===== config.mk =====
export PLATFORM = sky130hd
export DESIGN_NAME = charlieplex_pwm_scanner
export DESIGN_NICKNAME = d
export VERILOG_FILES = /design/src/design/cps_pkg.sv /design/src/design/cps_level_mem.sv /design/src/design/cps_column_stage.sv /design/src/design/charlieplex_pwm_scanner.sv
export SDC_FILE = /design/constraint.sdc
export NUM_CORES = 1
export LEC_CHECK = 0
export BUFFER_PORTS_ARGS = -buffer_cell sky130_fd_sc_hd__clkbuf_2
export CAP_MARGIN = 20
export CORE_ASPECT_RATIO = 0.6
export CORE_MARGIN = 5
export CORE_UTILIZATION = 50
export DETAILED_ROUTE_END_ITERATION = 8
export PLACE_DENSITY = 0.71
export SLEW_MARGIN = 20
export SYNTH_ARGS = -nofsm -noshare
export SYNTH_HDL_FRONTEND = slang
export SYNTH_SLANG_ARGS = --single-unit

===== constraint.sdc =====
create_clock -name clk_i -period 3.1 [get_ports clk_i]
set_clock_uncertainty 0.2 [all_clocks]
set_input_delay 0.62 -clock clk_i [delete_from_list [all_inputs] [get_ports clk_i]]
set_output_delay 0.62 -clock clk_i [all_outputs]
set_load 0.01 [all_outputs]

===== src/design/cps_pkg.sv =====
// Shared types, constants and the row line table of the charlieplexed PWM scanner.
// No dependencies. Every other file of the block but cps_checker uses this package.
package cps_pkg;

  localparam int unsigned ROWS    = 5;
  localparam int unsigned COLS    = 4;
  localparam int unsigned LEDS    = 20;
  localparam int unsigned LINES   = 5;
  localparam int unsigned LEVEL_W = 6;
  localparam int unsigned IDX_W   = 5;
  localparam int unsigned ROW_W   = 3;
  localparam int unsigned LANE_W  = 2;

  localparam logic [ROW_W-1:0]   ROW_FIRST = 3'd0;
  localparam logic [ROW_W-1:0]   ROW_LAST  = 3'd4;
  localparam logic [COLS-1:0]    COL_ALL   = 4'hF;
  localparam logic [IDX_W-1:0]   LED_LIMIT = 5'd20;

  // What one input transaction carries
  typedef enum logic {
    MODE_TICK  = 1'b0,
    MODE_WRITE = 1'b1
  } cps_mode_e;

  // One row of four brightness levels, lane 0 in the lowest bits
  typedef logic [COLS-1:0][LEVEL_W-1:0] cps_row_levels_t;

  // Row information that travels with a tick
  typedef struct packed {
    logic             wrap;
    logic [ROW_W-1:0] row;
  } cps_tick_t;

  // One brightness write into the level store
  typedef struct packed {
    logic               en;
    logic [ROW_W-1:0]   row;
    logic [LANE_W-1:0]  lane;
    logic [LEVEL_W-1:0] level;
  } cps_wr_t;

  // Line that serves as the common line of each row
  function automatic logic [LINES-1:0] row_line_bit(input logic [ROW_W-1:0] row);
    logic [LINES-1:0] bit_o;
    case (row)
      3'd0:    bit_o = 5'h01;
      3'd1:    bit_o = 5'h02;
      3'd2:    bit_o = 5'h04;
      3'd3:    bit_o = 5'h10;
      3'd4:    bit_o = 5'h08;
      default: bit_o = 5'h00;
    endcase
    return bit_o;
  endfunction

endpackage


===== src/design/cps_level_mem.sv =====
// Brightness store: five rows of four levels, one lane written per transaction,
// one whole row read into a register. Depends on cps_pkg.
module cps_level_mem (
  input  logic                      clk_i,
  input  logic                      rst_ni,
  input  cps_pkg::cps_wr_t          wr_i,
  input  logic                      rd_en_i,
  input  logic [cps_pkg::ROW_W-1:0] rd_row_i,
  output cps_pkg::cps_row_levels_t  rd_levels_o
);

  cps_pkg::cps_row_levels_t mem_q [cps_pkg::ROWS];
  logic [cps_pkg::ROWS-1:0][cps_pkg::COLS-1:0] vld_q;
  cps_pkg::cps_row_levels_t rd_data_q;
  logic [cps_pkg::COLS-1:0] rd_vld_q;

  // Write one lane of a row; read a whole row
  always_ff @(posedge clk_i) begin
    if (wr_i.en) begin
      mem_q[wr_i.row][wr_i.lane] <= wr_i.level;
    end
    if (rd_en_i) begin
      rd_data_q <= mem_q[rd_row_i];
    end
  end

  // Mark lanes written since reset; capture their marks with the read
  always_ff @(posedge clk_i or negedge rst_ni) begin
    if (!rst_ni) begin
      vld_q    <= '0;
      rd_vld_q <= '0;
    end else begin
      if (wr_i.en) begin
        vld_q[wr_i.row][wr_i.lane] <= 1'b1;
      end
      if (rd_en_i) begin
        rd_vld_q <= vld_q[rd_row_i];
      end
    end
  end

  // Lanes never written read as level zero
  always_comb begin
    for (int c = 0; c < cps_pkg::COLS; c++) begin
      rd_levels_o[c] = rd_vld_q[c] ? rd_data_q[c] : '0;
    end
  end

endmodule


===== src/design/cps_column_stage.sv =====
// Column stage: latches the row levels, switches columns off against the ramp,
// maps columns to lines and holds the result register. Depends on cps_pkg.
module cps_column_stage #(
  parameter int unsigned RAMP_W = 5
) (
  input  logic                          clk_i,
  input  logic                          rst_ni,
  input  logic                          tick_valid_i,
  output logic                          tick_ready_o,
  input  cps_pkg::cps_tick_t            tick_i,
  input  logic [RAMP_W-1:0]             ramp_i,
  input  cps_pkg::cps_row_levels_t      rd_levels_i,
  output logic                          out_valid_o,
  input  logic                          out_ready_i,
  output logic [cps_pkg::LINES-1:0]     pin_direction_o,
  output logic [cps_pkg::LINES-1:0]     pin_level_o
);

  localparam int unsigned CMP_W = (RAMP_W > cps_pkg::LEVEL_W) ? RAMP_W : cps_pkg::LEVEL_W;

  logic                       b_valid_q;
  cps_pkg::cps_tick_t         b_tick_q;
  logic [RAMP_W-1:0]          b_ramp_q;
  logic                       b_adv;

  logic [cps_pkg::COLS-1:0]   col_en_q, col_en_d;
  cps_pkg::cps_row_levels_t   row_levels_q, levels_now;
  logic [cps_pkg::COLS-1:0]   match;

  logic [cps_pkg::LINES-1:0]  below, en_lines, lines, cols, row_bit, drive;
  logic                       out_valid_q;
  logic [cps_pkg::LINES-1:0]  out_dir_q, out_lvl_q;

  // Move the held tick on when the result register is free or being emptied
  assign b_adv        = b_valid_q && (!out_valid_q || out_ready_i);
  assign tick_ready_o = !b_valid_q || b_adv;

  // Switch off each column whose level the ramp meets
  always_comb begin
    levels_now = b_tick_q.wrap ? rd_levels_i : row_levels_q;
    for (int c = 0; c < cps_pkg::COLS; c++) begin
      match[c] = (CMP_W'(b_ramp_q) == CMP_W'(levels_now[c]));
    end
    col_en_d = (b_tick_q.wrap ? cps_pkg::COL_ALL : col_en_q) & ~match;
  end

  // Skip the row line, then swap lines three and four
  always_comb begin
    below    = (cps_pkg::LINES'(1) << b_tick_q.row) - cps_pkg::LINES'(1);
    en_lines = cps_pkg::LINES'(col_en_d);
    lines    = (en_lines & below) | ((en_lines & ~below) << 1);
    cols     = {lines[3], lines[4], lines[2:0]};
    row_bit  = cps_pkg::row_line_bit(b_tick_q.row);
    drive    = (cols != '0) ? (cols | row_bit) : '0;
  end

  // Hold the tick between memory read and column update
  always_ff @(posedge clk_i or negedge rst_ni) begin
    if (!rst_ni) begin
      b_valid_q <= 1'b0;
    end else if (tick_ready_o) begin
      b_valid_q <= tick_valid_i;
    end
  end

  always_ff @(posedge clk_i) begin
    if (tick_valid_i && tick_ready_o) begin
      b_tick_q <= tick_i;
      b_ramp_q <= ramp_i;
    end
  end

  // Update column mask and latched row levels as each tick retires
  always_ff @(posedge clk_i or negedge rst_ni) begin
    if (!rst_ni) begin
      col_en_q     <= '0;
      row_levels_q <= '0;
    end else if (b_adv) begin
      col_en_q <= col_en_d;
      if (b_tick_q.wrap) begin
        row_levels_q <= rd_levels_i;
      end
    end
  end

  // Result register
  always_ff @(posedge clk_i or negedge rst_ni) begin
    if (!rst_ni) begin
      out_valid_q <= 1'b0;
    end else if (b_adv) begin
      out_valid_q <= 1'b1;
    end else if (out_ready_i) begin
      out_valid_q <= 1'b0;
    end
  end

  always_ff @(posedge clk_i) begin
    if (b_adv) begin
      out_dir_q <= drive;
      out_lvl_q <= (drive != '0) ? row_bit : '0;
    end
  end

  assign out_valid_o     = out_valid_q;
  assign pin_direction_o = out_dir_q;
  assign pin_level_o     = out_lvl_q;

endmodule


===== src/design/charlieplex_pwm_scanner.sv =====
// Top level of the charlieplexed PWM scanner: ramp and row counters, brightness
// store and column stage. Depends on cps_pkg, cps_level_mem and cps_column_stage.
//
//   channel  dir  tdata (low bit up)                   tuser
//   s_axis   in   led_index[4:0] level[10:5] pad[15:11] mode
//   m_axis   out  pin_direction[4:0] pin_level[9:5]     -
//                 pad[15:10]
//
// One transaction a cycle, writes and ticks alike, while s_axis_tready is high. A
// tick loads the store's row read and the column stage together on acceptance, then
// enters the result register, which drives m_axis, when that is free or emptied.
// Reset presets counters and clears column mask, latched levels and the per-lane
// written marks of the store at once; there is no clearing pass.
// s_axis_tready falls only when the column stage and the result register are
// both full and m_axis_tready is low.
module charlieplex_pwm_scanner #(
  parameter int unsigned LEVELS = 32
) (
  input  logic        clk_i,
  input  logic        rst_ni,
  input  logic        s_axis_tvalid,
  output logic        s_axis_tready,
  input  logic [15:0] s_axis_tdata,  // led_index[4:0], level[10:5], zero pad
  input  logic        s_axis_tuser,  // mode
  output logic        m_axis_tvalid,
  input  logic        m_axis_tready,
  output logic [15:0] m_axis_tdata   // pin_direction[4:0], pin_level[9:5], zero pad
);

  localparam int unsigned RAMP_W = $clog2(LEVELS);
  localparam logic [RAMP_W-1:0] RAMP_TOP = RAMP_W'(LEVELS - 1);

  logic [cps_pkg::IDX_W-1:0]   led_index;
  logic [cps_pkg::LEVEL_W-1:0] level;
  cps_pkg::cps_mode_e          mode;
  logic                        accept, tick_acc, wrap;

  logic [RAMP_W-1:0]           ramp_q, ramp_d;
  logic [cps_pkg::ROW_W-1:0]   row_q, row_d;

  cps_pkg::cps_wr_t            wr;
  cps_pkg::cps_tick_t          tick;
  cps_pkg::cps_row_levels_t    rd_levels;
  logic [cps_pkg::LINES-1:0]   pin_direction, pin_level;

  // Unpack the input transaction
  assign led_index = s_axis_tdata[4:0];
  assign level     = s_axis_tdata[10:5];
  assign mode      = cps_pkg::cps_mode_e'(s_axis_tuser);
  assign accept    = s_axis_tvalid && s_axis_tready;
  assign tick_acc  = accept && (mode == cps_pkg::MODE_TICK);

  // Store writes; indexes past the last LED are dropped
  always_comb begin
    wr.en    = accept && (mode == cps_pkg::MODE_WRITE) && (led_index < cps_pkg::LED_LIMIT);
    wr.row   = cps_pkg::ROW_W'(led_index >> cps_pkg::LANE_W);
    wr.lane  = led_index[cps_pkg::LANE_W-1:0];
    wr.level = level;
  end

  // Advance the ramp, and the row on each wrap
  always_comb begin
    wrap   = (ramp_q == RAMP_TOP);
    ramp_d = wrap ? '0 : ramp_q + RAMP_W'(1);
    if (wrap) begin
      row_d = (row_q == cps_pkg::ROW_LAST) ? cps_pkg::ROW_FIRST
                                           : row_q + cps_pkg::ROW_W'(1);
    end else begin
      row_d = row_q;
    end
    tick.wrap = wrap;
    tick.row  = row_d;
  end

  always_ff @(posedge clk_i or negedge rst_ni) begin
    if (!rst_ni) begin
      ramp_q <= RAMP_TOP;
      row_q  <= cps_pkg::ROW_LAST;
    end else if (tick_acc) begin
      ramp_q <= ramp_d;
      row_q  <= row_d;
    end
  end

  cps_level_mem u_mem (
    .clk_i       (clk_i),
    .rst_ni      (rst_ni),
    .wr_i        (wr),
    .rd_en_i     (tick_acc && wrap),
    .rd_row_i    (row_d),
    .rd_levels_o (rd_levels)
  );

  cps_column_stage #(
    .RAMP_W (RAMP_W)
  ) u_col (
    .clk_i           (clk_i),
    .rst_ni          (rst_ni),
    .tick_valid_i    (s_axis_tvalid && (mode == cps_pkg::MODE_TICK)),
    .tick_ready_o    (s_axis_tready),
    .tick_i          (tick),
    .ramp_i          (ramp_d),
    .rd_levels_i     (rd_levels),
    .out_valid_o     (m_axis_tvalid),
    .out_ready_i     (m_axis_tready),
    .pin_direction_o (pin_direction),
    .pin_level_o     (pin_level)
  );

  assign m_axis_tdata = {6'b0, pin_level, pin_direction};

endmodule


# Yosys cells after proc, flatten, opt, wreduce, memory -nomap -nowiden
# Memory sizes are Yosys's and may differ from the RTL's. A register that Yosys moved wholly into a read port is not among the register bits.
# Index checks and enable logic that the tools add are counted.
# totals
word_cells	91
inputBits	21
memories	1
register_bits	81
mem_bits_rw	120
output_inout_bits	18
# op_classes
reduce_logical	18
eq_ne	10
bitwise_logic	9
magnitude_cmp	6
n_mux	23
shift	1
add_sub_neg	3
# memory_table
name	depth	width	read_ports	rd_clocked_by_memory_dff	wr	line_no	rtl
u_mem.mem_q	5	24	1	1	1	cps_level_mem.sv:12	cps_pkg::cps_row_levels_t mem_q [cps_pkg::ROWS];
# op_table
operator	n
2-to-1 mux 24 bit	2
2-to-1 mux 6 bit	5
one-hot mux 5 bit (5 select lines)	1
equality test 5 x 6 -> 1 bit	4
OR 20 bit	1
binary-select mux 4 bit (select 3 bit)	1
demux 4 bit (select 3 bit)	1
demux 6 bit (select 2 bit)	1
2-to-1 mux 4 bit	3
logical AND 1 bit	10
2-to-1 mux 5 bit	2
OR 5 bit	2
nonzero test 5 bit	2
AND 4 bit	2
less-than comparator 3 x 4 -> 1 bit, second input constant	2
NOT 4 bit	2
equality test 3 x 2 -> 1 bit, second input constant	2
equality test 3 bit, second input constant	2
2-to-1 mux 3 bit	2
adder 5 x 1 -> 5 bit, second input constant	1
AND 4 x 5 -> 5 bit	1
equality test 5 bit, second input constant	1
less-than comparator 5 bit, second input constant	1
<< shifter 1 x 3 -> 5 bit, first input constant	1
other kinds (13)	18

# Logic depth before layout (Yosys ltp)
# Gate-level depths: netlist of the first run.
# depth
depth_word	10
mapped_depth	11

# Hierarchy
# Synthesis of the first run repeated with hierarchy kept, for this count alone.
# unflattened
cells_unflattened	637
area_unflattened_um2	9529.1
# by_module_without_submodules
module	n_inst	area_each_um2	seq_area_each_um2	cells_per_inst
cps_level_mem	1	6557.5	4924.7	401
cps_column_stage	1	2356.0	1321.3	179
charlieplex_pwm_scanner	1	615.6	207.7	57

# Worst setup path after synthesis of the first run
# OpenSTA, ideal clock, no wires.
# synth_timing
path_type	register to register
start	register ramp_q[0]
end	register u_mem.rd_data_q[10] in the netlist's numbering (read register of u_mem.mem_q), data pin
arrival_time_ns	2.733
stages_incl_launch_ff	11
path_buffers	2
required_ns	2.647
slack_ns	-0.086
path_cell_list	dfstp_2 > ha_1 > and3_1 > ha_1 > clkbuf_1 > mux2i_2 > clkinv_1 > buf_1 > mux4_2 > nand2_1 > nand2_1
# synth_via
elab_chain_len	2
elab_cells_between_ends	3
classes_between	eq/ne: 1; mux: 1; reduce/logical: 1
# synth_lines
element	line_no	rtl
from (decl)	charlieplex_pwm_scanner.sv:38	logic [RAMP_W-1:0] ramp_q, ramp_d;
from (signal assigned)	charlieplex_pwm_scanner.sv:80	ramp_q <= ramp_d;
equality test 5 bit *	charlieplex_pwm_scanner.sv:63	wrap = (ramp_q == RAMP_TOP);
net wrap	charlieplex_pwm_scanner.sv:36	logic accept, tick_acc, wrap;
2-to-1 mux 3 bit or logical AND 1 bit (tied branches)	charlieplex_pwm_scanner.sv:65, charlieplex_pwm_scanner.sv:89	
to (decl)	cps_level_mem.sv:14	cps_pkg::cps_row_levels_t rd_data_q;
# The timed path passes the listed nets; every way through them passes the cells marked *.
# A chain may end at the register's enable or synchronous reset.

# Worst setup path after layout of the first run
# layout_timing
start	register u_col.b_ramp_q[4]
end	register u_col.out_lvl_q (netlist bit u_col.pin_level_o[1]), data pin
# layout_via
elab_chain_len	8
elab_cells_between_ends	13
classes_between	eq/ne: 4; mux: 1; bitwise: 6; reduce/logical: 2
# layout_lines
element	line_no	rtl
from (decl)	cps_column_stage.sv:23	logic [RAMP_W-1:0] b_ramp_q;
from (signal assigned)	cps_column_stage.sv:69	b_ramp_q <= ramp_i;
equality test 5 x 6 -> 1 bit	cps_column_stage.sv:42	match[c] = (CMP_W'(b_ramp_q) == CMP_W'(levels_now[c]));
NOT 4 bit *	cps_column_stage.sv:44	col_en_d = (b_tick_q.wrap ? cps_pkg::COL_ALL : col_en_q) & ~match;
AND 4 bit *	cps_column_stage.sv:44	
AND 4 x 5 -> 5 bit or AND 4 bit (tied branches)	cps_column_stage.sv:51	lines = (en_lines & below) | ((en_lines & ~below) << 1);
OR 5 bit *	cps_column_stage.sv:51	
nonzero test 5 bit or OR 5 bit (tied branches)	cps_column_stage.sv:54	drive = (cols != '0) ? (cols | row_bit) : '0;
2-to-1 mux 5 bit *	cps_column_stage.sv:54	
nonzero test 5 bit *	cps_column_stage.sv:100	out_lvl_q <= (drive != '0) ? row_bit : '0;
to (signal assigned)	cps_column_stage.sv:100	
to (decl)	cps_column_stage.sv:32	logic [cps_pkg::LINES-1:0] out_dir_q, out_lvl_q;
# Every way passes the cells marked *; elsewhere a longest branch is shown, timed or not.

==> impl_metrics.json, run 1 <==
{
  "status": "complete, no violations",
  "synth-edff-count": 163,
  "worst_setup_slack_before_clock_tree_synthesis_ns": 0.0628,
  "final_util": 0.579,
  "crit_arrival_ns": 3.00,
  "grt_usage": 0.189,
  "final_critical_path_required_period_ns": 2.95,
  "main_flop_type_after_synthesis": "sky130_fd_sc_hd__edfxtp_1",
  "first_pass_iters": 5,
  "detail_route.wirelength_um": 20200,
  "yosysWarningCount": 0,
  "grt_pass1_vias": 5827,
  "final-seq-area_um2": 6450,
  "fmaxAchievable_mhz": 339,
  "clkSlewWorstSetupHoldPaths_ns": 0.07,
  "cts_max_level": 1,
  "yosys-mux-area-fraction": 0.0751,
  "clk-insertion-delay-late_ns": 0.50,
  "postSynth.asyncResetShare": 0.276,
  "antenna_found_initial": 0,
  "timing.final.setup_violations": 0,
  "instance_count_of_the_mapped_netlist": 692,
  "cts_tree": "yes",
  "dp_hpwl_um": 13500,
  "routabilityCongestion": 0.770,
  "worst_hold_path.num_cells": 2,
  "vias_per_cell": 5.67,
  "post_route_drc": 0,
  "netSwitchingPower_mw": 1.90,
  "global_route.overflow_total": 0,
  "required_ns": 3.15,
  "die_w_um": 188,
  "placed_cells": 975,
  "slew_headroom": 0.570,
  "hold_class": "input pin to register",
  "final_cell_count_no_fill": 1013,
  "powerDensity_nw_per_um2": 697,
  "post-cts-setup-buffer-count": 0,
  "synth_simple_gate_area_share": 0.127,
  "p_leak_nw": 4.15,
  "total_area_of_multi_input_combinational_cells_um2": 2850,
  "number_of_cells_on_the_worst_reg_to_reg_path": 7,
  "synth-compound-area-share": 0.0763,
  "area_of_the_mapped_netlist_um2": 9480,
  "flow.area_growth_from_synthesis_pct": 14.9,
  "yosys.cell_types.count": 61,
  "antenna_cells_inserted": 0,
  "critical_path.endpoint_type": "register",
  "fp.coreArea_um2": 18800,
  "clkSinkCount": 225,
  "dieArea_um2": 21900,
  "holdWs_ns": 0.159,
  "final_hold_viol_count": 0,
  "dpl_cell_area_um2": 10100,
  "report.final.slew_viol_count": 0,
  "fp.dieH_um": 117,
  "critical_path.startpoint_type": "register",
  "postSynthRegisterBits": 225,
  "rows": 39,
  "initial_cell_density_of_the_core": 0.503,
  "power_frac_comb": 0.164,
  "power_mw": 7.60,
  "syn_avg_cell_area_um2": 13.7,
  "filler_cell_count": 1463,
  "ant_nets": 0,
  "area_share_of_fa_ha_maj_cells_after_synthesis": 0.00660,
  "total_clock_buffers_created_by_cts": 21,
  "clock_tree.buffer_depth": 3,
  "rsz0062_at_grt": "false",
  "seq_area_frac_synth": 0.681,
  "num-nets-final": 779,
  "port_buffers": 27,
  "grt_max_degree": 63,
  "netSwitchingFraction": 0.251,
  "root_buffer": "sky130_fd_sc_hd__clkbuf_16",
  "drt-wirelength-per-cell_um": 19.9,
  "synth_top_family_by_area": "simple AND/OR/NAND/NOR gates",
  "ir_worst_vdd_mv": 0.394,
  "clock_power_share": 0.367,
  "worst_slack_ns": 0.147,
  "initialDrtViolationCount": 596,
  "max_slew.worst_pin.slew_ns": 0.643,
  "internal-power_mw": 5.69,
  "max-cap-violations": 0,
  "final_period_util": 0.953,
  "post_route_cells_drive_above_1_share": 0.231,
  "vias": 5748,
  "worstPathMaxFanout": 10,
  "stdcell_area_um2": 10900,
  "fin_setup_tns_ns": 0,
  "synth_xor_xnor_area_share": 0.0102,
  "worstSetupPathType": "register to register",
  "grt_first_pass_wirelength_um": 32200,
  "ios": 39,
  "seqPwrFrac": 0.469
}
==> worst paths after layout <==
kind / from / endpoint / slack [ns]
worst min-delay path: s_axis_tuser / u_col.b_valid_q$_DFFE_PN0P_ / 0.16
min in group asynchronous: rst_ni / u_col.row_levels_q[9]$_DFFE_PN0P_ / 0.47
worst max-delay path: u_col.b_ramp_q[4]$_DFFE_PP_ / u_col.pin_level_o[1]$_SDFFCE_PN0P_ / 0.15
worst min register to register: u_mem.vld_q[6]$_DFFE_PN0P_ / u_mem.vld_q[6]$_DFFE_PN0P_ / 0.26
worst max register to register: u_col.b_ramp_q[4]$_DFFE_PP_ / u_col.pin_level_o[1]$_SDFFCE_PN0P_ / 0.15
max in group asynchronous: rst_ni / ramp_q[4]$_DFFE_PN1P_ / 1.89
==> repair_timing <==
action                                 in CTS  in global routing
setup endpoints to repair                   0                 22
resized for setup                           0                  1
endpoints found under the hold margin      56                  0
hold buffers                                1                  0
==> Yosys cell counts, drive strengths merged (6+ instances only) <==
cell / instances / area (um^2)
a21oi: 17 / 85.1
a22oi: 10 / 90.1
and3: 13 / 81.3
buf: 20 / 110
clkbuf: 14 / 53.8
dfrtp: 56 / 1400
dfstp: 6 / 158
edfxtp: 163 / 4890
inv: 14 / 52.6
mux2: 6 / 67.6
mux4: 28 / 631
nand2: 139 / 524
nand2b: 9 / 56.3
nand3: 11 / 55.1
nor2: 37 / 139
nor2b: 9 / 56.3
o21ai: 44 / 220
or2: 20 / 125
or3: 11 / 68.8
xor2: 8 / 70.1
==> registers in the layout, indices dropped and copies added, names as in the netlist <==
register               cells
u_mem.mem_q              120
u_mem.rd_vld_q             4
row_q                      3
u_mem.vld_q               20
u_col.row_levels_q        24
u_col.out_valid_o          1
u_col.b_valid_q            1
u_col.pin_direction_o      5
u_mem.rd_data_q           24
u_col.b_ramp_q             5
u_col.pin_level_o          5
u_col.col_en_q             4
ramp_q                     5
u_col.b_tick_q             4
==> critical path: stages, from the launching register on <==
cell and delay (ns):
sky130_fd_sc_hd__edfxtp_1 0.56, sky130_fd_sc_hd__xor2_1 0.23, sky130_fd_sc_hd__or4_1 0.49, sky130_fd_sc_hd__a22oi_2 0.18
sky130_fd_sc_hd__nand4_2 0.28, sky130_fd_sc_hd__a2111oi_4 0.43, sky130_fd_sc_hd__buf_4 0.23, sky130_fd_sc_hd__a21oi_1 0.09
==> logic make-up (layout without fill, tap and decap cells) <==
logic type      after synthesis  after routing
compound gates              104            104
mux                          35             35
other cells                   1              6
simple gates                262            262
flops                       225            225
buf+inv                      49            119
fa+ha+maj                     5              5
xor+xnor                     11             11
==> power groups by stage <==
stage / clock network [mW] / logic (mW) / registers, mW
3_5_place_dp: 0 / 1.26 / 3.62
4_1_cts: 2.82 / 1.27 / 3.56
3_3_place_gp: 0 / 1.21 / 3.60
6_report: 2.79 / 1.24 / 3.56
5_1_grt: 2.96 / 1.38 / 3.58
2_1_floorplan: 0 / 0.871 / 3.58
==> layer usage <==
| layer | vias to the layer above | wire, um | track usage |
|---|---|---|---|
| li1 | 2638 | - | - |
| met1 | 2888 | 9080 | 0.279 |
| met2 | 189 | 9300 | 0.300 |
| met3 | 33 | 1400 | 0.0338 |
| met4 | 0 | 387 | 0.0445 |
| met5 | - | 0 | 0 |
==> cell type report <==
class	count	share of cell area
multi-input combinational	423	0.261
clock inverter	14	0.0184
clock buffer	23	0.0498
sequential	225	0.592
tap	246	0.0282
inverter	15	0.00517
timing repair buffer	67	0.0448
==> placed cells by master, fill, tap and decap left out, types with 3 or more instances in the layout <==
master                      count
sky130_fd_sc_hd__edfxtp_1     163
sky130_fd_sc_hd__nand2_1      138
sky130_fd_sc_hd__dfrtp_1       56
sky130_fd_sc_hd__nor2_1        37
sky130_fd_sc_hd__o21ai_0       36
sky130_fd_sc_hd__buf_4         35
sky130_fd_sc_hd__mux4_2        28
sky130_fd_sc_hd__clkbuf_2      26
sky130_fd_sc_hd__clkbuf_16     21
sky130_fd_sc_hd__or2_2         20
sky130_fd_sc_hd__a21oi_1       17
sky130_fd_sc_hd__and3_1        13
sky130_fd_sc_hd__inv_1         12
sky130_fd_sc_hd__or3_1         11
sky130_fd_sc_hd__nand3_1       11
sky130_fd_sc_hd__nand2b_1       9
sky130_fd_sc_hd__nor2b_1        9
sky130_fd_sc_hd__xor2_1         8
sky130_fd_sc_hd__o21ai_1        7
sky130_fd_sc_hd__a22oi_1        7
sky130_fd_sc_hd__mux2_2         6
sky130_fd_sc_hd__conb_1         6
sky130_fd_sc_hd__clkinv_2       6
sky130_fd_sc_hd__dfstp_2        6
sky130_fd_sc_hd__a32oi_1        5
sky130_fd_sc_hd__bufinv_16      5
sky130_fd_sc_hd__ha_1           4
sky130_fd_sc_hd__buf_12         4
sky130_fd_sc_hd__xnor2_1        3
sky130_fd_sc_hd__a22oi_2        3
sky130_fd_sc_hd__a31oi_1        3
sky130_fd_sc_hd__o211ai_1       3
sky130_fd_sc_hd__o21a_1         3
sky130_fd_sc_hd__nand3b_1       3
No activity file was read; power rests on OpenSTA's default activity.
==> run 2: changes to the inputs <==
- SYNTH_HIERARCHICAL: default -> 1
==> run 2 against run 1 <==
The flow now finishes with violations (hold timing). Die area rose by 0.48%. Via count decreased by 7.4%. Sequential cell count unchanged. Synthesized area rose by 0.51%. Critical path type unchanged. Critical endpoint is now u_mem/rd_vld_q[2]$_DFFE_PN0P_. Largest cell class unchanged. Largest power group unchanged.
==> impl_metrics.json, run 2 <==
{
  "largest_register_ff_count": 120,
  "max_slew.worst_pin.slew_ns": 0.757,
  "holdBufCountCts": 0,
  "worstPathCellList": "ha_1, and3_1, ha_4, inv_1, o21ai_1, o31ai_4, buf_4, or3b_1, o22ai_1, a221o_1",
  "critPathSlowestCell": "sky130_fd_sc_hd__dfstp_2",
  "yosys-mux-area-fraction": 0.121,
  "ys_top_cells_by_area": "sky130_fd_sc_hd__edfxtp_1, sky130_fd_sc_hd__dfrtp_1, sky130_fd_sc_hd__mux2_1, sky130_fd_sc_hd__mux2_2, sky130_fd_sc_hd__mux2i_1",
  "area_of_the_mapped_netlist_um2": 9530,
  "die_w_um": 188,
  "antenna_cells_inserted": 0,
  "drt-wirelength-per-cell_um": 20.2,
  "postSynthRegisterBits": 225,
  "status": "finished, violations left",
  "critical_path.startpoint_type": "register",
  "first_pass_iters": 4,
  "ios": 39,
  "final_cell_count_no_fill": 955,
  "post_route_cells_drive_above_1_share": 0.209,
  "holdWs_ns": -0.00932,
  "num-nets-final": 721,
  "worstPathMaxFanout": 7,
  "final-seq-area_um2": 6450,
  "vias": 5321,
  "grt_first_pass_wirelength_um": 31100,
  "yosys-top-cells-count": "sky130_fd_sc_hd__edfxtp_1, sky130_fd_sc_hd__dfrtp_1, sky130_fd_sc_hd__mux2_1",
  "clock_tree.buffer_depth": 3,
  "placed_cells": 918,
  "total_area_of_multi_input_combinational_cells_um2": 2800,
  "vias_per_cell": 5.57,
  "timing.critical_path.buf_inv": 2,
  "biggestRegsByFlops": "u_mem/mem_q: 120 flops, u_col/row_levels_q: 24 flops, u_mem/rd_data_q: 24 flops",
  "main_flop_type_after_synthesis": "sky130_fd_sc_hd__edfxtp_1",
  "report.final.slew_viol_count": 0,
  "seq_area_frac_synth": 0.677,
  "synth-edff-count": 163,
  "routabilityCongestion": 0.797,
  "post_route_drc": 0,
  "cts_tree": "yes",
  "total_clock_buffers_created_by_cts": 21,
  "crit_family": "compound AO/OA/AOI/OAI gates",
  "final_hold_viol_count": 2,
  "fmaxAchievable_mhz": 342,
  "filler_cell_count": 1438,
  "most-common-layout-cells": "sky130_fd_sc_hd__edfxtp_1, sky130_fd_sc_hd__dfrtp_1, sky130_fd_sc_hd__mux2_1, sky130_fd_sc_hd__nor2_1, sky130_fd_sc_hd__a21oi_1",
  "synth_simple_gate_area_share": 0.0739,
  "flow.area_growth_from_synthesis_pct": 13.5,
  "startpoint": "ramp_q[0]$_DFFE_PN1P_",
  "worstSetupPathType": "register to register",
  "syn_avg_cell_area_um2": 15.0,
  "p_leak_nw": 4.17,
  "grt_pass1_vias": 5539,
  "root_buffer": "sky130_fd_sc_hd__clkbuf_16",
  "ir_worst_vdd_mv": 0.471,
  "max-cap-violations": 0,
  "cts_max_level": 1,
  "power_mw": 8.11,
  "initialDrtViolationCount": 325,
  "most_used_standard_cell_by_instance_count_after_synthesis": "sky130_fd_sc_hd__edfxtp_1",
  "clkSlewWorstSetupHoldPaths_ns": 0.06,
  "yosysWarningCount": 6,
  "yosys.area.top_type": "sky130_fd_sc_hd__edfxtp_1",
  "clkSinkCount": 225,
  "yosys.cell_types.count": 52,
  "required_ns": 3.33,
  "postSynth.asyncResetShare": 0.276,
  "post-cts-setup-buffer-count": 0,
  "initial_cell_density_of_the_core": 0.505,
  "crit_arrival_ns": 3.15,
  "grt_max_degree": 34,
  "final_period_util": 0.942,
  "slew_headroom": 0.495,
  "dieArea_um2": 22000,
  "antenna_found_initial": 0,
  "critical_path.endpoint_type": "register",
  "grt_usage": 0.182,
  "synth_largest_type_area_fraction": 0.514,
  "r2r_start": "ramp_q[0]$_DFFE_PN1P_",
  "powerDensity_nw_per_um2": 750,
  "instance_count_of_the_mapped_netlist": 637,
  "clk-insertion-delay-late_ns": 0.49,
  "ant_nets": 0,
  "global_route.usage.met1": 0.275,
  "violations": "hold timing",
  "rsz0062_at_grt": "false",
  "synth-compound-area-share": 0.0620,
  "port_buffers": 27,
  "fp.dieH_um": 117,
  "synth_top_family_by_area": "multiplexers",
  "hold_class": "input pin to asynchronous set/reset pin",
  "leading_cell_type_in_the_layout_fill_and_taps_excluded": "sky130_fd_sc_hd__edfxtp_1",
  "rows": 39,
  "timing.final.setup_violations": 0,
  "final_critical_path_required_period_ns": 2.92,
  "grtUsageMet2": 0.276,
  "area_share_of_fa_ha_maj_cells_after_synthesis": 0.00657,
  "top_register_by_number_of_flip_flops": "u_mem/mem_q",
  "grt_busiest_layer": "met2",
  "synth_xor_xnor_area_share": 0.0239,
  "detail_route.wirelength_um": 19300,
  "global_route.overflow_total": 0,
  "fp.coreArea_um2": 18900,
  "grtUsageMet3": 0.0335,
  "dp_hpwl_um": 13000,
  "worst_path_largest_cell_delay_ns": 0.56
}
==> run 2: changes by cell type after synthesis, moves of 17 or more <==
| cell | before | now |
|---|---|---|
| sky130_fd_sc_hd__nand2_1 | 138 | 9 |
| sky130_fd_sc_hd__mux2_1 | 0 | 49 |
| sky130_fd_sc_hd__o21ai_0 | 36 | 5 |
| sky130_fd_sc_hd__o22ai_1 | 0 | 31 |
| sky130_fd_sc_hd__mux4_2 | 28 | 0 |
| sky130_fd_sc_hd__and2_1 | 1 | 25 |
| sky130_fd_sc_hd__mux2i_1 | 0 | 24 |
| sky130_fd_sc_hd__mux2_2 | 6 | 25 |
| sky130_fd_sc_hd__inv_1 | 12 | 30 |
| sky130_fd_sc_hd__or2_2 | 20 | 3 |
| sky130_fd_sc_hd__xor2_1 | 8 | 25 |
==> run 2: kinds of logic after synthesis <==
family                     Yosys count
DFF                                225
and+or+nand+nor                    119
other                                1
xor gates and xnor gates            26
adders and majority gates            5
buffers and inverters               64
AOI/OAI and AO/OA                   94
muxes                              103
==> run 2: cell type report <==
class | instances | share of cell area
multi-input cells | 353 | 0.259
flip-flops and latches | 225 | 0.597
clock inverters | 8 | 0.00590
inverters | 32 | 0.0111
well taps | 246 | 0.0285
repair buffers | 62 | 0.0426
clock buffers | 29 | 0.0560
==> run 2: routing by layer <==
| metal | wire (um) | share of wire | vias up |
|---|---|---|---|
| met3 | 810 | 0.042 | 38 |
| met1 | 9510 | 0.49 | 2716 |
| met5 | 0 | 0 | - |
| met4 | 449 | 0.023 | 0 |
| li1 | - | - | 2463 |
| met2 | 8550 | 0.44 | 104 |
==> run 2: stage by stage <==
stage,util,hold slack [ns],area (um^2),setup WS (ns),TNS (ns)
finish,0.573,-0.00932,10800,0.179,0
global route,0.573,0.0483,10800,0.0538,0
CTS,0.572,0.00566,10800,0.00362,0
detailed placement,0.536,0.251,10100,-0.105,-1.97
global placement,0.536,0.247,10100,0.0347,0
floorplan,-,0.124,9550,0.212,0
==> run 2: path summary, 6_finish.rpt <==
path | depth (start not counted) | to | slack, ns
worst max-delay path | 10 | u_mem/rd_vld_q[2]$_DFFE_PN0P_ | 0.18
worst min-delay path | 1 | u_col/row_levels_q[1]$_DFFE_PN0P_ | -0.009
worst max register to register | 10 | u_mem/rd_vld_q[2]$_DFFE_PN0P_ | 0.18
worst min register to register | 1 | u_mem/vld_q[12]$_DFFE_PN0P_ | 0.26
max in group asynchronous | 2 | u_mem/vld_q[9]$_DFFE_PN0P_ | 2.07
min in group clk_i | 3 | u_col/out_valid_o$_DFFE_PN0P_ | 0.21
==> run 2: timing repair <==
item                                    4_1_cts  5_1_grt
gates cloned                                  0        0
endpoints found under the setup margin       28       28
resized for setup                             1        3
==> run 2: report_power, final <==
| group | leakage [nW] | internal (mW) | total, mW | switching (mW) |
|---|---|---|---|---|
| combinational | 1.56 | 0.847 | 1.87 | 1.02 |
| sequential | 2.27 | 3.56 | 3.74 | 0.179 |
| clock | 0.337 | 1.45 | 2.50 | 1.06 |
| total | 4.17 | 5.85 | 8.11 | 2.26 |
==> run 2: worst register-to-register path, stage by stage (launching register included) <==
cell and delay [ns]:
sky130_fd_sc_hd__dfstp_2 0.56, sky130_fd_sc_hd__ha_1 0.18, sky130_fd_sc_hd__and3_1 0.24, sky130_fd_sc_hd__ha_4 0.21, sky130_fd_sc_hd__inv_1 0.10, sky130_fd_sc_hd__o21ai_1 0.23, sky130_fd_sc_hd__o31ai_4 0.15, sky130_fd_sc_hd__buf_4 0.20
sky130_fd_sc_hd__or3b_1 0.47, sky130_fd_sc_hd__o22ai_1 0.18, sky130_fd_sc_hd__a221o_1 0.14
==> run 3: changes to the inputs <==
- HOLD_SLACK_MARGIN: default -> 0.05
- clock period: 3.1 -> 2.6 ns (I/O delays scaled with it)
==> run 3 against run 2 <==
The run ends with setup timing left. Combinational power rose by 64%. Total power rose by 28%. First-iteration DRC count rose by 34%. Non-clock buffer count rose by 35. Final area rose by 5.3%. Critical endpoint is now u_mem/rd_data_q[14]$_DFFE_PP_.
==> impl_metrics.json, run 3 (synthesis results as in run 2) <==
{
  "status": "finished, violations left",
  "violations": "setup timing",
  "grt_usage": 0.183,
  "critical_path.startpoint_type": "register",
  "max-cap-violations": 0,
  "timing.final.setup_violations": 28,
  "post_route_cells_drive_above_1_share": 0.281,
  "antenna_found_initial": 0,
  "root_buffer": "sky130_fd_sc_hd__clkbuf_16",
  "vias": 5493,
  "post_route_drc": 0,
  "rows": 39,
  "power_mw": 10.4,
  "detail_route.wirelength_um": 20500,
  "worstHoldStart": "m_axis_tready",
  "drt-wirelength-per-cell_um": 20.7,
  "leading_cell_type_in_the_layout_fill_and_taps_excluded": "sky130_fd_sc_hd__edfxtp_1",
  "total_clock_buffers_created_by_cts": 21,
  "r2r_start": "ramp_q[0]$_DFFE_PN1P_",
  "ant_nets": 0,
  "worstSetupPathType": "register to register",
  "dieArea_um2": 22000,
  "largest_register_ff_count": 120,
  "rsz0062_at_grt": "true",
  "filler_cell_count": 1353,
  "clk-insertion-delay-late_ns": 0.49,
  "p_leak_nw": 4.39,
  "initial_cell_density_of_the_core": 0.505,
  "hold_class": "input pin to register",
  "wirelength_met1_um": 9910,
  "num-nets-final": 756,
  "critical_path.endpoint_type": "register",
  "startpoint": "ramp_q[0]$_DFFE_PN1P_",
  "final_period_util": 1.05,
  "top_register_by_number_of_flip_flops": "u_mem/mem_q",
  "cts_tree": "yes",
  "placed_cells": 940,
  "global_route.overflow_total": 0,
  "routed-wl-met3_um": 1100,
  "grt_max_degree": 37,
  "final_critical_path_required_period_ns": 2.72,
  "vias_per_cell": 5.54,
  "clkSlewWorstSetupHoldPaths_ns": 0.07,
  "crit_arrival_ns": 2.75,
  "powerDensity_nw_per_um2": 912,
  "detailroute.wirelength.met2_um": 9110,
  "worst_slack_ns": -0.119,
  "final_hold_viol_count": 0,
  "most-common-layout-cells": "sky130_fd_sc_hd__edfxtp_1, sky130_fd_sc_hd__dfrtp_1, sky130_fd_sc_hd__buf_4, sky130_fd_sc_hd__mux2_1, sky130_fd_sc_hd__nor2_1",
  "routabilityCongestion": 0.789,
  "cts_max_level": 1,
  "required_ns": 2.63,
  "clock_tree.buffer_depth": 3,
  "grt_pass1_vias": 5626,
  "first_pass_iters": 5,
  "fmaxAchievable_mhz": 368,
  "top_sig_layer": "met4",
  "report.final.slew_viol_count": 0,
  "ios": 39,
  "clkSinkCount": 225,
  "die_w_um": 188,
  "port_buffers": 27,
  "ff2ff_setup_slack_ns": -0.12,
  "worstPathMaxFanout": 12,
  "ir_worst_vdd_mv": 0.529,
  "grt_first_pass_wirelength_um": 31100,
  "initialDrtViolationCount": 434,
  "fp.dieH_um": 117,
  "dp_hpwl_um": 13100,
  "biggestRegsByFlops": "u_mem/mem_q: 120 flops, u_col/row_levels_q: 24 flops, u_mem/rd_data_q: 24 flops",
  "final_cell_count_no_fill": 991,
  "fp.coreArea_um2": 18900,
  "flow.area_growth_from_synthesis_pct": 19.5
}
## run 3: cell count changes in the layout (fill, tap and decap cells not counted), moves of 5 or more
cell and change:
sky130_fd_sc_hd__o22ai_1 -19, sky130_fd_sc_hd__o22ai_2 +18, sky130_fd_sc_hd__a21oi_1 -5, sky130_fd_sc_hd__clkbuf_8 -5
sky130_fd_sc_hd__buf_4 +21, sky130_fd_sc_hd__buf_6 +5, sky130_fd_sc_hd__a21oi_2 +5, sky130_fd_sc_hd__clkinv_1 +5
## run 3: cell type report
type	instances	area [um^2]	share of cell area
Clock inverter	12	88.8	0.00780
Clock buffer	25	541	0.0475
Inverter	32	126	0.0111
Multi-Input combinational cell	353	3010	0.264
Antenna cell	1	2.50	0.000220
Tap cell	246	308	0.0270
Timing Repair Buffer	97	862	0.0757
Sequential cell	225	6450	0.567
## run 3: worst paths after layout
check / endpoint / cells past startpoint
worst max-delay path: u_mem/rd_data_q[14]$_DFFE_PP_ / 9
worst min-delay path: u_col/out_valid_o$_DFFE_PN0P_ / 3
worst max register to register: u_mem/rd_data_q[14]$_DFFE_PP_ / 9
worst min register to register: u_mem/vld_q[0]$_DFFE_PN0P_ / 1
max in group asynchronous: u_mem/vld_q[15]$_DFFE_PN0P_ / 4
min in group asynchronous: u_col/col_en_q[0]$_DFFE_PN0P_ / 2
## run 3: what timing repair did
action                     in CTS  in global routing
hold endpoints to repair       27                  0
buffers inserted                5                  1
resized for setup              17                 26
setup endpoints to repair      28                 28
pin swaps                       4                  8
hold buffers                    1                  0
gates cloned                    1                  4
## run 3: report_power, final
group	total [mW]	leakage, nW	internal (mW)	switching [mW]
clock network	2.87	0.301	1.59	1.28
registers	4.46	2.27	4.24	0.224
logic	3.06	1.81	1.51	1.54
total	10.4	4.39	7.34	3.05
## run 3: worst max-delay path, stage by stage, from the launching register on
cell and delay (ns):
sky130_fd_sc_hd__dfstp_2 0.56, sky130_fd_sc_hd__ha_4 0.14, sky130_fd_sc_hd__and3_4 0.21, sky130_fd_sc_hd__ha_4 0.18
sky130_fd_sc_hd__buf_6 0.10, sky130_fd_sc_hd__mux2_4 0.31, sky130_fd_sc_hd__or2_4 0.32, sky130_fd_sc_hd__buf_12 0.17
sky130_fd_sc_hd__o22ai_1 0.18, sky130_fd_sc_hd__a21oi_1 0.09
## run 3: stage by stage
| step | hold slack [ns] | setup TNS (ns) | utilization | cell area (um^2) | worst slack (ns) |
|---|---|---|---|---|---|
| after floorplan | 0.0244 | -0.0353 | - | 9610 | -0.0189 |
| after global placement | 0.246 | -0.506 | 0.547 | 10300 | -0.0717 |
| after detailed placement | 0.252 | -1.37 | 0.547 | 10300 | -0.100 |
| after CTS | 0.104 | -0.203 | 0.590 | 11100 | -0.0323 |
| after global routing | 0.103 | -3.04 | 0.603 | 11400 | -0.145 |
| final | 0.114 | -1.96 | 0.603 | 11400 | -0.119 |
## run 3: metal layers
metal | global-route usage | up-vias
li1 | - | 2532
met1 | 0.269 | 2805
met2 | 0.289 | 136
met3 | 0.0311 | 20
met4 | 0.0455 | 0
met5 | 0 | -
